[src/hw/rtl/ebs_pkg.sv]
`timescale 1ns / 1ps
`default_nettype none

package ebs_pkg;

    // Number of pin lanes per field in one panel sample.
    localparam int LANES = 4;

    // Default channel counts for the top level.
    localparam int NUM_ENCODERS_DEFAULT = 4;
    localparam int NUM_BUTTONS_DEFAULT  = 4;

    // Reset values of the position counters and the debounce register.
    localparam logic [7:0] POSITION_START = 8'd128;
    localparam logic [7:0] DEBOUNCE_RESET = 8'd3;

    // Quadrature step per {old phase, new phase}, as an 8-bit two's complement delta.
    // Phase holds A in bit 1 and B in bit 0; double transitions give no step.
    localparam logic [7:0] STEP_TABLE [0:15] = '{
        8'h00, 8'h01, 8'hFF, 8'h00,
        8'hFF, 8'h00, 8'h00, 8'h01,
        8'h01, 8'h00, 8'h00, 8'hFF,
        8'h00, 8'hFF, 8'h01, 8'h00
    };

    // One panel sample.
    typedef struct packed {
        logic [3:0] enc_a_lines;
        logic [3:0] enc_b_lines;
        logic [3:0] enc_switch_lines;
        logic [3:0] button_lines;
    } ebs_in_t;

    // One scan result.
    typedef struct packed {
        logic [7:0] position_one;
        logic [7:0] position_two;
        logic [7:0] position_three;
        logic [7:0] position_four;
        logic [3:0] enc_switch_levels;
        logic [3:0] button_levels;
    } ebs_out_t;

endpackage

`default_nettype wire

[src/hw/rtl/encoder_and_button_scanner.sv]
`timescale 1ns / 1ps
`default_nettype none

// Panel scanner for up to four rotary encoders and four buttons. Each transaction on the
// input channel is one tick sample of the pins; each sample yields exactly one result
// carrying the four wrapping 8-bit encoder positions (starting at 128) and the debounced
// active-low switch and button levels. The first sample after reset only captures the
// encoder phases, so its result shows the reset values. A sample passes an input register
// and then a result register, from which its result is offered, and one sample is taken
// every cycle while results are drained. The debounce register may only be written while
// no sample is in flight.
module encoder_and_button_scanner
    import ebs_pkg::*;
#(
    parameter int NUM_ENCODERS = NUM_ENCODERS_DEFAULT,
    parameter int NUM_BUTTONS  = NUM_BUTTONS_DEFAULT
)
(
    input  wire logic       clk,
    input  wire logic       rst_n,
    input  wire logic       in_valid,
    output logic            in_ready,
    input  wire ebs_in_t    in_item,
    output logic            out_valid,
    input  wire logic       out_ready,
    output ebs_out_t        out_item,
    input  wire logic       cfg_write_en,
    input  wire logic [7:0] cfg_write_data
);

    // Only the first four channels of each kind have pins.
    localparam int ENC_LANES = (NUM_ENCODERS < LANES) ? NUM_ENCODERS : LANES;
    localparam int BTN_LANES = (NUM_BUTTONS < LANES) ? NUM_BUTTONS : LANES;
    localparam int SLOTS     = ENC_LANES + BTN_LANES;

    // Configuration and channel state.
    logic [7:0]      debounce_reg;
    logic            primed_reg;
    logic            primed_next;
    logic [1:0]      phase_reg    [ENC_LANES];
    logic [1:0]      phase_next   [ENC_LANES];
    logic [7:0]      position_reg [ENC_LANES];
    logic [7:0]      position_next[ENC_LANES];
    logic [SLOTS-1:0] level_reg;
    logic [SLOTS-1:0] level_next;
    logic [7:0]      count_reg    [SLOTS];
    logic [7:0]      count_next   [SLOTS];

    // Pipeline registers.
    logic            s1_valid_reg;
    ebs_in_t         s1_item_reg;
    logic            out_valid_reg;
    ebs_out_t        out_item_reg;
    ebs_out_t        out_item_next;
    logic            s1_advance;
    logic [SLOTS-1:0] raw_level;
    logic [7:0]      lane_position[LANES];
    logic [3:0]      switch_levels;
    logic [3:0]      button_levels;

    // Handshake: the input register moves on when the result register is free or drained.
    assign s1_advance = s1_valid_reg && (!out_valid_reg || out_ready);
    assign in_ready   = !s1_valid_reg || s1_advance;
    assign out_valid  = out_valid_reg;
    assign out_item   = out_item_reg;

    // Debounce register.
    always_ff @(posedge clk or negedge rst_n)
    begin
        if (!rst_n)
        begin
            debounce_reg <= DEBOUNCE_RESET;
        end
        else if (cfg_write_en)
        begin
            debounce_reg <= cfg_write_data;
        end
    end

    // Input register.
    always_ff @(posedge clk or negedge rst_n)
    begin
        if (!rst_n)
        begin
            s1_valid_reg <= 1'b0;
        end
        else if (in_ready)
        begin
            s1_valid_reg <= in_valid;
        end
    end

    always_ff @(posedge clk)
    begin
        if (in_valid && in_ready)
        begin
            s1_item_reg <= in_item;
        end
    end

    // Raw switch and button levels gathered into debounce slots.
    always_comb
    begin
        for (int i = 0; i < ENC_LANES; i++)
        begin
            raw_level[i] = s1_item_reg.enc_switch_lines[i];
        end
        for (int j = 0; j < BTN_LANES; j++)
        begin
            raw_level[ENC_LANES + j] = s1_item_reg.button_lines[j];
        end
    end

    // Next channel state for the sample in the input register.
    always_comb
    begin
        primed_next = 1'b1;
        level_next  = level_reg;
        for (int i = 0; i < ENC_LANES; i++)
        begin
            phase_next[i] = {s1_item_reg.enc_a_lines[i], s1_item_reg.enc_b_lines[i]};
            if (primed_reg)
            begin
                position_next[i] = position_reg[i]
                    + STEP_TABLE[{phase_reg[i], phase_next[i]}];
            end
            else
            begin
                position_next[i] = position_reg[i];
            end
        end
        for (int k = 0; k < SLOTS; k++)
        begin
            count_next[k] = count_reg[k];
            if (primed_reg)
            begin
                if (raw_level[k] == level_reg[k])
                begin
                    count_next[k] = '0;
                end
                else if (count_reg[k] < debounce_reg)
                begin
                    count_next[k] = count_reg[k] + 8'd1;
                end
                else
                begin
                    count_next[k] = '0;
                    level_next[k] = raw_level[k];
                end
            end
        end
    end

    // Channel state registers, updated as a sample leaves the input register.
    always_ff @(posedge clk or negedge rst_n)
    begin
        if (!rst_n)
        begin
            primed_reg <= 1'b0;
            level_reg  <= '1;
            for (int i = 0; i < ENC_LANES; i++)
            begin
                phase_reg[i]    <= '0;
                position_reg[i] <= POSITION_START;
            end
            for (int k = 0; k < SLOTS; k++)
            begin
                count_reg[k] <= '0;
            end
        end
        else if (s1_advance)
        begin
            primed_reg <= primed_next;
            level_reg  <= level_next;
            for (int i = 0; i < ENC_LANES; i++)
            begin
                phase_reg[i]    <= phase_next[i];
                position_reg[i] <= position_next[i];
            end
            for (int k = 0; k < SLOTS; k++)
            begin
                count_reg[k] <= count_next[k];
            end
        end
    end

    // Lanes without an encoder read as position zero.
    for (genvar g = 0; g < LANES; g++)
    begin : gen_lane
        if (g < ENC_LANES)
        begin : gen_present
            assign lane_position[g] = position_next[g];
        end
        else
        begin : gen_absent
            assign lane_position[g] = '0;
        end
    end

    // Absent switches and buttons read as released.
    always_comb
    begin
        switch_levels = '1;
        button_levels = '1;
        for (int i = 0; i < ENC_LANES; i++)
        begin
            switch_levels[i] = level_next[i];
        end
        for (int j = 0; j < BTN_LANES; j++)
        begin
            button_levels[j] = level_next[ENC_LANES + j];
        end
    end

    always_comb
    begin
        out_item_next.position_one      = lane_position[0];
        out_item_next.position_two      = lane_position[1];
        out_item_next.position_three    = lane_position[2];
        out_item_next.position_four     = lane_position[3];
        out_item_next.enc_switch_levels = switch_levels;
        out_item_next.button_levels     = button_levels;
    end

    // Result register.
    always_ff @(posedge clk or negedge rst_n)
    begin
        if (!rst_n)
        begin
            out_valid_reg <= 1'b0;
        end
        else if (s1_advance)
        begin
            out_valid_reg <= 1'b1;
        end
        else if (out_ready)
        begin
            out_valid_reg <= 1'b0;
        end
    end

    always_ff @(posedge clk)
    begin
        if (s1_advance)
        begin
            out_item_reg <= out_item_next;
        end
    end

`ifndef SYNTHESIS
    // A sample leaving the input register always lands in the result register.
    assert property (@(posedge clk) disable iff (!rst_n) s1_advance |=> out_valid)
        else $error("sample moved on but no result is held");

    // Until the first sample is through, all levels stay released.
    assert property (@(posedge clk) disable iff (!rst_n) !primed_reg |-> (level_reg == '1))
        else $error("switch level changed before the first sample");

    // Priming happens only when a transaction leaves the input register.
    assert property (@(posedge clk) disable iff (!rst_n) $rose(primed_reg) |-> $past(s1_advance))
        else $error("primed without a sample");

    // Only a sample leaving the input register can start a new result.
    assert property (@(posedge clk) disable iff (!rst_n)
        $rose(out_valid) |-> $past(s1_advance))
        else $error("result appeared without a sample");
`endif

endmodule

`default_nettype wire
[config.mk]
export PLATFORM = sky130hd
export DESIGN_NAME = encoder_and_button_scanner
export DESIGN_NICKNAME = d
export VERILOG_FILES = /design/src/hw/rtl/ebs_pkg.sv /design/src/hw/rtl/encoder_and_button_scanner.sv
export SDC_FILE = /design/constraint.sdc
export NUM_CORES = 1
export LEC_CHECK = 0
export ABC_AREA = 1
export ABC_CLOCK_PERIOD_IN_PS = 6600
export BUFFER_PORTS_ARGS = -buffer_cell sky130_fd_sc_hd__buf_4
export CAP_MARGIN = 25
export CORE_MARGIN = 4
export CORE_UTILIZATION = 66
export CTS_CLUSTER_DIAMETER = 40
export DETAILED_ROUTE_END_ITERATION = 10
export GPL_ROUTABILITY_DRIVEN = 0
export GPL_TIMING_DRIVEN = 0
export PLACE_DENSITY = 0.86
export REMOVE_ABC_BUFFERS = 1
export SETUP_SLACK_MARGIN = 0.2
export SLEW_MARGIN = 20
export SYNTH_ARGS = -nofsm -noshare
export SYNTH_HDL_FRONTEND = slang
export SYNTH_SLANG_ARGS = --single-unit
export TNS_END_PERCENT = 1
[constraint.sdc]
create_clock -name clk -period 6.6 [get_ports clk]
set_input_delay 0 -clock clk [delete_from_list [all_inputs] [get_ports clk]]
set_output_delay 0 -clock clk [all_outputs]
set_load 0.1 [all_outputs]
Yosys cells after proc, flatten, opt, wreduce, memory -nomap -nowiden
Memory sizes are Yosys's and may differ from the RTL's.
Index checks and enable logic that the tools add are counted.
{"block": "classes", "mux": 54, "n_bitwise": 4, "n_mul": 0, "n_eq_ne": 8, "magnitude_cmp": 12, "shift": 0, "add_sub_neg": 12, "n_reduce_logical": 8, "n_div": 0}
{"cell": "8-bit two-way mux", "count": 28}
{"cell": "8-bit by 1-bit adder with 8-bit output, second input constant", "count": 8}
{"cell": "8-bit < comparator", "count": 8}
{"cell": "8-bit adder", "count": 4}
{"cell": "1-bit two-way mux", "count": 26}
{"cell": "5-bit greater-or-equal comparator, second input constant", "count": 4}
{"cell": "4-bit NOT with 5-bit output", "count": 4}
{"cell": "1-bit equality test", "count": 8}
{"cell": "1-bit logical AND", "count": 2}
{"cell": "1-bit logical NOT", "count": 2}
{"cell": "1-bit logical OR", "count": 2}
{"cell": "2-bit AND reduction", "count": 1}
{"cell": "2-bit nonzero test", "count": 1}
{"block": "word_totals", "in_bits": 29, "latchBits": 0, "reg_bits": 179, "wordCells": 133, "memories": 4, "mem_bits_rw": 0, "romBits": 512}
{"memory": "(name not given)", "words": 16, "word_bits": 8, "read_ports": 1, "rd_clocked_by_memory_dff": 0, "write_ports": 0, "line_no": "encoder_and_button_scanner.sv:125", "source": "+ STEP_TABLE[{phase_reg[i], phase_next[i]}];"}
{"memory": "(name not given)", "words": 16, "word_bits": 8, "read_ports": 1, "rd_clocked_by_memory_dff": 0, "write_ports": 0, "line_no": "encoder_and_button_scanner.sv:125"}
{"memory": "(name not given)", "words": 16, "word_bits": 8, "read_ports": 1, "rd_clocked_by_memory_dff": 0, "write_ports": 0, "line_no": "encoder_and_button_scanner.sv:125"}
{"memory": "(name not given)", "words": 16, "word_bits": 8, "read_ports": 1, "rd_clocked_by_memory_dff": 0, "write_ports": 0, "line_no": "encoder_and_button_scanner.sv:125"}

Longest topological paths before layout
Gate-level depths: netlist (run 1).
{"block": "depth", "word_depth": 6, "depth_mapped": 15}

Worst setup path after synthesis (run 1)
No wires, ideal clock.
{"block": "synth_timing", "path_type": "flip-flop to flip-flop", "from": "reg out_valid_reg, in the netlist out_valid", "to": "reg s1_item_reg (netlist bit phase_next[0]), enable pin", "n_path_buf": 0, "t_arrival_ps": 2514, "required_ps": 6282, "stages_incl_launch_ff": 4, "setup_slack_ps": 3767, "period_less_slack_ps": 2833, "cell_sequence": "dfrtp_1 > nand3_1 > nand2_1 > inv_1"}
{"block": "synth_between", "elab_chain_cells": 5}
{"element": "start: declaration", "line_no": "encoder_and_button_scanner.sv:52", "source": "logic out_valid_reg;"}
{"element": "start signal: assignment", "line_no": "encoder_and_button_scanner.sv:230", "source": "out_valid_reg <= 1'b0;"}
{"element": "start signal: assignment", "line_no": "encoder_and_button_scanner.sv:234", "source": "out_valid_reg <= 1'b1;"}
{"element": "start signal: assignment", "line_no": "encoder_and_button_scanner.sv:238", "source": "out_valid_reg <= 1'b0;"}
{"element": "1-bit logical NOT", "line_no": "encoder_and_button_scanner.sv:62", "source": "assign s1_advance = s1_valid_reg && (!out_valid_reg || out_ready);"}
{"element": "1-bit logical OR", "line_no": "encoder_and_button_scanner.sv:62"}
{"element": "1-bit logical AND", "line_no": "encoder_and_button_scanner.sv:62"}
{"element": "1-bit logical OR", "line_no": "encoder_and_button_scanner.sv:63", "source": "assign in_ready = !s1_valid_reg || s1_advance;"}
{"element": "via in_ready", "line_no": "encoder_and_button_scanner.sv:22", "source": "output logic in_ready,"}
{"element": "1-bit logical AND", "line_no": "encoder_and_button_scanner.sv:95", "source": "if (in_valid && in_ready)"}
{"element": "end signal: assignment", "line_no": "encoder_and_button_scanner.sv:97", "source": "s1_item_reg <= in_item;"}
{"element": "end: declaration", "line_no": "encoder_and_button_scanner.sv:51", "source": "ebs_in_t s1_item_reg;"}
The timed path passes the listed nets, and every way through them passes these cells.
A chain may end at the register's enable or synchronous reset.

Worst setup path in the final report (run 1)
{"block": "layout_timing", "from": "reg primed_reg", "to": "reg count_reg[43] (netlist name)"}
{"block": "layout_between", "elab_chain_cells": 1}
{"element": "start: declaration", "line_no": "encoder_and_button_scanner.sv:38", "source": "logic primed_reg;"}
{"element": "start signal: assignment", "line_no": "encoder_and_button_scanner.sv:173", "source": "primed_reg <= primed_next;"}
{"element": "2-bit AND reduction (no source line)"}
{"element": "end signal: indexed assignment", "line_no": "encoder_and_button_scanner.sv:182", "source": "count_reg[k] <= count_next[k];"}
{"element": "end: declaration", "line_no": "encoder_and_button_scanner.sv:46", "source": "logic [7:0] count_reg [SLOTS];"}
Every way passes these cells.

==> results.toml, run 1 <==
[detailed_routing]
via_count = 8824
postRouteAntennaNets = 0
drt_wl_total_um = 24500
wire_per_inst_um = 15.5
viasPerCell = 5.60
drt_iter0_markers = 683
firstDrtPassIters = 5
route.detailed.drc = 0

[global_routing]
antenna_found_initial = 0
gr-total-overflow = 0
grt_pass1_vias = 8833
grt_pass1_wl_um = 41000
grt_max_degree = 96
grt_use_total_pct = 28.0

[pwr]
swShare_pct = 48.4
pwr-share-clk_pct = 17.3
power_frac_comb_pct = 50.8
p_per_area_nw_per_um2 = 464
seq_power_share_pct = 32.0
switchingPower_w = 0.00279
ir_worst_vdd_v = 0.000367
p_leak_nw = 6.15
p_int_w = 0.00298

[synth]
yosys_warnings = 0
seq_area_frac_synth_pct = 44.7
ys_ff_latch = 179
synth.area.top_cells = "dfrtp_1 26%, edfxtp_1 16%, ha_1 13%"
syn_inst = 1243
yosys-top-cells-count = "356 x nand2_1, 144 x inv_1, 112 x ha_1"
synth-main-ff-cell = "dfrtp_1"
yosysTopAreaCell = "dfrtp_1"
synth_edf_count = 56
yosysTopAreaCellShare_pct = 25.5
ys_async_sr_fraction_pct = 68.7
yosys.cell_count.top_type = "nand2_1"
postSynthAreaPerCell_um2 = 8.59
synthesis.area_um2 = 10700
synth.distinct_cells = 31

[clocking]
cts_sinks = 179
cts_buffers = 17
clk_pin_slew_ps = 70
post_cts_buffers = 0
clk_path_buf_depth = 2
cts_tree = "yes"
clockRootBuffer = "clkbuf_16"
h-tree-depth = 4
cts.repair.resized = 0
insertion_delay_ps = 450

[placed_design]
placed_cells = 1501
port_buffers = 70
placed_area_um2 = 11400
detailed_place_hpwl_um = 14600

[sta]
hold_viol = 3
finClkSkew_ps = 12.1
fin_crit_sh_pct = 47.7
worstMarginPinSlew_ps = 955
fmax_ghz = 0.318
setup_viol = 0
slew_viol_final = 0
finalCriticalPeriod_ps = 3150
fin_hold_ws_ps = -0.890
setup_tns_ps = 0
rsz0062_at_grt = "false"
max_slew_margin_pct = 36.2

[min_path]
hold_class = "in2async"

[floorplan]
die_w_um = 135
die-area_um2 = 18300
boundaryPins = 71
initial_core_util_pct = 67.2
die-height_um = 135
core_area_um2 = 15900
row_count = 46

[critical_path]
cp_common_cell = "inv_2"
end_kind = "flop"
critPathBufInv = 4
worstPathRequired_ps = 6920
path_cells = "buf_16, inv_2, nor2_8, buf_12, inv_2, nor2_1, xor2_1, a21oi_1"
critPathMaxStageDelay_ps = 850
path_max_fanout = 58
cp_data_arrival_time_ps = 3460
crit_type = "reg2reg"
slowest_stage = "dfrtp_2"
cp-start-kind = "flop"
cp_top_family = "buffers and inverters"

[run_status]
status = "complete, but fails checks"
violations = "hold timing"

[layout]
largest_reg_flops = 64
n_antenna_cell = 0
nNetsFinal = 1493
nFillCells = 992
syn_to_final_growth_pct = 16.6
layout-drive-gt1-share_pct = 10.3
fin_cells = 1577
fin_area_um2 = 12500

[flow_run]
maxCapViolCount = 0
worst reg2reg max path, stage by stage (launching register included):
cell and delay [ps]:
dfrtp_2 850, buf_16 260, inv_2 200, nor2_8 450
buf_12 320, inv_2 420, nor2_1 300, xor2_1 160
a21oi_1 50
power by group through the flow:
stage / Clock [W] / Sequential, W / Combinational (W)
after floorplan: 0 / 0.00267 / 0.00140
after global placement: 0 / 0.00184 / 0.00272
after detailed placement: 0 / 0.00185 / 0.00285
after CTS: 0.000996 / 0.00184 / 0.00292
after global routing: 0.00106 / 0.00188 / 0.00322
final: 0.000997 / 0.00185 / 0.00293
logic make-up (layout without fill, tap and decap cells):
kind of cell | after synthesis | count (layout) | share of synthesized area, %
muxes | 1 | 1 | 0.105
adders and majority gates | 116 | 116 | 13.9
xor gates and xnor gates | 65 | 65 | 5.33
buffers and inverters | 179 | 297 | 6.69
AOI/OAI and AO/OA | 191 | 191 | 9.33
DFF | 179 | 179 | 44.7
and+or+nand+nor | 512 | 512 | 20.0
worst paths after layout:
kind                               from             to  slack (ps)  cells after the start
setup / recovery             primed_reg  count_reg[43]        3450                      8
hold / removal                    rst_n  count_reg[14]        -0.9                      2
setup reg to reg             primed_reg  count_reg[43]        3450                      8
hold reg to reg            level_reg[5]   level_reg[5]         490                      2
max in group asynchronous         rst_n   level_reg[5]        5830                      3
min in group clk             in_item[2]   raw_level[6]         280                      2
what timing repair did:
| item | 4_1_cts | 5_1_grt |
|---|---|---|
| hold endpoints to repair | 138 | 0 |
| hold buffers | 44 | 0 |
| endpoints found under the setup margin | 0 | 0 |
layout by cell type, fill, tap and decap left out, types with 3 or more instances in the layout:
cell type | synthesis | layout
a21oi_1 | 82 | 82
a31oi_1 | 4 | 4
buf_16 | 0 | 3
buf_4 | 2 | 69
clkbuf_16 | 0 | 17
clkinv_4 | 0 | 3
clkinvlp_4 | 0 | 5
dfrtp_1 | 109 | 108
dfstp_2 | 14 | 14
dlygate4sd3_1 | 0 | 44
edfxtp_1 | 56 | 56
fa_1 | 4 | 4
ha_1 | 112 | 112
inv_1 | 144 | 143
inv_6 | 0 | 3
nand2_1 | 356 | 356
nand3_1 | 78 | 78
nand4_1 | 22 | 22
nor2_1 | 40 | 40
nor2_2 | 7 | 7
o21a_1 | 11 | 11
o21ai_0 | 91 | 91
or2_2 | 4 | 4
xnor2_1 | 18 | 18
xor2_1 | 47 | 47
layout make-up:
type / instances / area, um2 / area share, %
multi-input combinational: 885 / 5190 / 41.7
sequential: 179 / 4780 / 38.4
timing repair buffer: 119 / 1100 / 8.80
inverter: 146 / 551 / 4.42
clock buffer: 17 / 425 / 3.42
tap: 216 / 270 / 2.17
clock inverter: 15 / 148 / 1.19
routing by layer:
metal / up-vias / wire length [um] / global-route usage [%]
met5: - / 0 / 0
met1: 4176 / 9950 / 34.6
met4: 0 / 705 / 11.2
met2: 299 / 12600 / 48.6
met3: 67 / 1250 / 5.31
li1: 4282 / - / -
through the flow:
step	power (W)	hold WS, ps	utilization [%]	setup slack (ps)
after floorplan	0.00406	-296	-	3060
after global placement	0.00456	178	71.2	1290
after detailed placement	0.00470	-124	72.0	3520
after CTS	0.00575	0.338	78.4	3480
after global routing	0.00616	29.3	78.4	3190
final	0.00577	-0.890	78.4	3450
No activity file was read; power rests on OpenSTA's default activity.
==> inputs of run 2 (changes only) <==
--- a/config.mk
+++ b/config.mk
@@ -6,16 +6,16 @@
 export NUM_CORES = 1
 export LEC_CHECK = 0
 export ABC_AREA = 1
-export ABC_CLOCK_PERIOD_IN_PS = 6600
+export ABC_CLOCK_PERIOD_IN_PS = 3090
 export BUFFER_PORTS_ARGS = -buffer_cell sky130_fd_sc_hd__buf_4
 export CAP_MARGIN = 25
 export CORE_MARGIN = 4
-export CORE_UTILIZATION = 66
+export CORE_UTILIZATION = 62
 export CTS_CLUSTER_DIAMETER = 40
 export DETAILED_ROUTE_END_ITERATION = 10
 export GPL_ROUTABILITY_DRIVEN = 0
 export GPL_TIMING_DRIVEN = 0
-export PLACE_DENSITY = 0.86
+export PLACE_DENSITY = 0.81
 export REMOVE_ABC_BUFFERS = 1
 export SETUP_SLACK_MARGIN = 0.2
 export SLEW_MARGIN = 20
==> constraint.sdc (replaced) <==
create_clock -name clk -period 3.09 [get_ports clk]
set_input_delay 0 -clock clk [delete_from_list [all_inputs] [get_ports clk]]
set_output_delay 0 -clock clk [all_outputs]
set_load 0.1 [all_outputs]
==> results.toml, run 2 (synthesis gave the netlist of run 1 again) <==
[layout]
layout-drive-gt1-share_pct = 10.3
fin_cells = 1584
seqCellArea_um2 = 4780
largest_reg_flops = 64
layout_commonest_cell = "nand2_1"
final_cell_mix = "356 x nand2_1, 143 x inv_1, 112 x ha_1"
multi_input_area_um2 = 5210
syn_to_final_growth_pct = 17.3
nFillCells = 1194
nNetsFinal = 1495

[critical_path]
cp_data_arrival_time_ps = 2960
worstPathRequired_ps = 3280
cp-start-kind = "flop"
crit_type = "reg2reg"
path_max_fanout = 3
end_kind = "flop"

[pwr]
p_leak_nw = 6.18
p_int_w = 0.00655
switchingPower_w = 0.00582
seq_power_share_pct = 31.8
p_per_area_nw_per_um2 = 988
pwr-share-clk_pct = 18.0
ir_worst_vdd_v = 0.000834
swShare_pct = 47.0
power_frac_comb_pct = 50.2

[sta]
rsz0062_at_grt = "true"
fmax_ghz = 0.362
hold_viol = 0
finalCriticalPeriod_ps = 2760
max_slew_margin_pct = 36.4
setup_viol = 0
worstMarginPinSlew_ps = 953
fin_crit_sh_pct = 89.4
setup_tns_ps = 0
finClkSkew_ps = 9.78
slew_viol_final = 0

[floorplan]
die-height_um = 139
initial_core_util_pct = 63.7
core_area_um2 = 16800
die_w_um = 139
row_count = 47
die-area_um2 = 19400
boundaryPins = 71

[clocking]
cts_buffers = 17
clockRootBuffer = "clkbuf_16"
clk_path_buf_depth = 2
cts_tree = "yes"
insertion_delay_ps = 440
clk_pin_slew_ps = 70
cts_sinks = 179
h-tree-depth = 4

[detailed_routing]
postRouteAntennaNets = 0
viasPerCell = 5.47
drt_iter0_markers = 463
via_count = 8669
wire_per_inst_um = 14.7
drt_wl_total_um = 23200
route.detailed.drc = 0
firstDrtPassIters = 5

[flow_run]
maxCapViolCount = 0

[global_routing]
grt_max_degree = 76
grt_pass1_wl_um = 39100
gr-total-overflow = 0
antenna_found_initial = 1
grt_use_total_pct = 24.4
grt_pass1_vias = 8394

[placed_design]
detailed_place_hpwl_um = 14500
placed_cells = 1505
port_buffers = 70

[run_status]
status = "complete, no violations"

[min_path]
hold_class = "in2async"
## run 2: changes by cell type in the layout (fill, tap and decap cells not counted), moves of 2 or more
cell,previous run,this run
a31oi_2,0,2
clkbuf_1,0,3
inv_8,2,0
a31oi_1,4,2
bufinv_16,1,3
clkinvlp_4,5,3
## run 2: stage by stage
step	instance area, um2	util (%)	hold WS, ps	worst slack [ps]	power, W
after floorplan	10500	-	-296	-452	0.00868
after global placement	11300	67.5	178	-2190	0.00976
after detailed placement	11400	68.3	-66.2	39.7	0.0100
after CTS	12500	74.6	68.6	241	0.0123
after global routing	12500	74.8	111	150	0.0132
final	12500	74.8	56.1	327	0.0124
## run 2: worst paths after layout
| check | start | endpoint | slack (ps) | depth (start not counted) |
|---|---|---|---|---|
| setup reg to reg | phase_next[7] | out_item[38] | 330 | 13 |
| setup / recovery | phase_next[7] | out_item[38] | 330 | 13 |
| min in group clk | in_item[3] | raw_level[7] | 280 | 2 |
| max in group asynchronous | rst_n | level_reg[3] | 2290 | 3 |
| hold reg to reg | level_reg[7] | level_reg[7] | 480 | 2 |
| hold / removal | rst_n | count_reg[0] | 60 | 2 |
## run 2: power by group through the flow
stage                     Combinational (W)  Sequential (W)  Clock (W)
after floorplan                     0.00298         0.00569          0
after global placement              0.00582         0.00394          0
after detailed placement            0.00605         0.00395          0
after CTS                           0.00616         0.00392    0.00226
after global routing                0.00686         0.00402    0.00235
final                               0.00621         0.00393    0.00223
## run 2: area by class of cell
type	count	area share, %
Timing Repair Buffer	120	8.81
Clock inverter	11	1.22
Clock buffer	21	3.60
Tap cell	220	2.20
Antenna cell	1	0.0200
Inverter	146	4.39
Sequential cell	179	38.2
Multi-Input combinational cell	886	41.6
## run 2: repair_timing
item | CTS | global route
hold buffers | 44 | 0
setup buffers | 0 | 1
endpoints found under the hold margin | 140 | 0
cloned | 0 | 1
gates resized for setup | 1 | 2
endpoints found under the setup margin | 21 | 25
pin swaps | 0 | 1
## run 2: critical path: stages (launching register included)
cell      delay [ps]
edfxtp_1         440
inv_1            140
ha_1             250
xnor2_1          200
xor2_1           150
inv_1             50
ha_1             200
fa_1             440
nand3_1           90
nand2_1           90
a31oi_1          210
nand2_1          110
nand3_1          100
nand2_1           50
## run 2: per-layer routing
layer	track usage [%]	wire, um	vias up
met3	3.77	997	49
met4	8.96	526	0
met5	0	0	-
met2	41.9	11600	198
met1	31.4	10100	4134
li1	-	-	4288
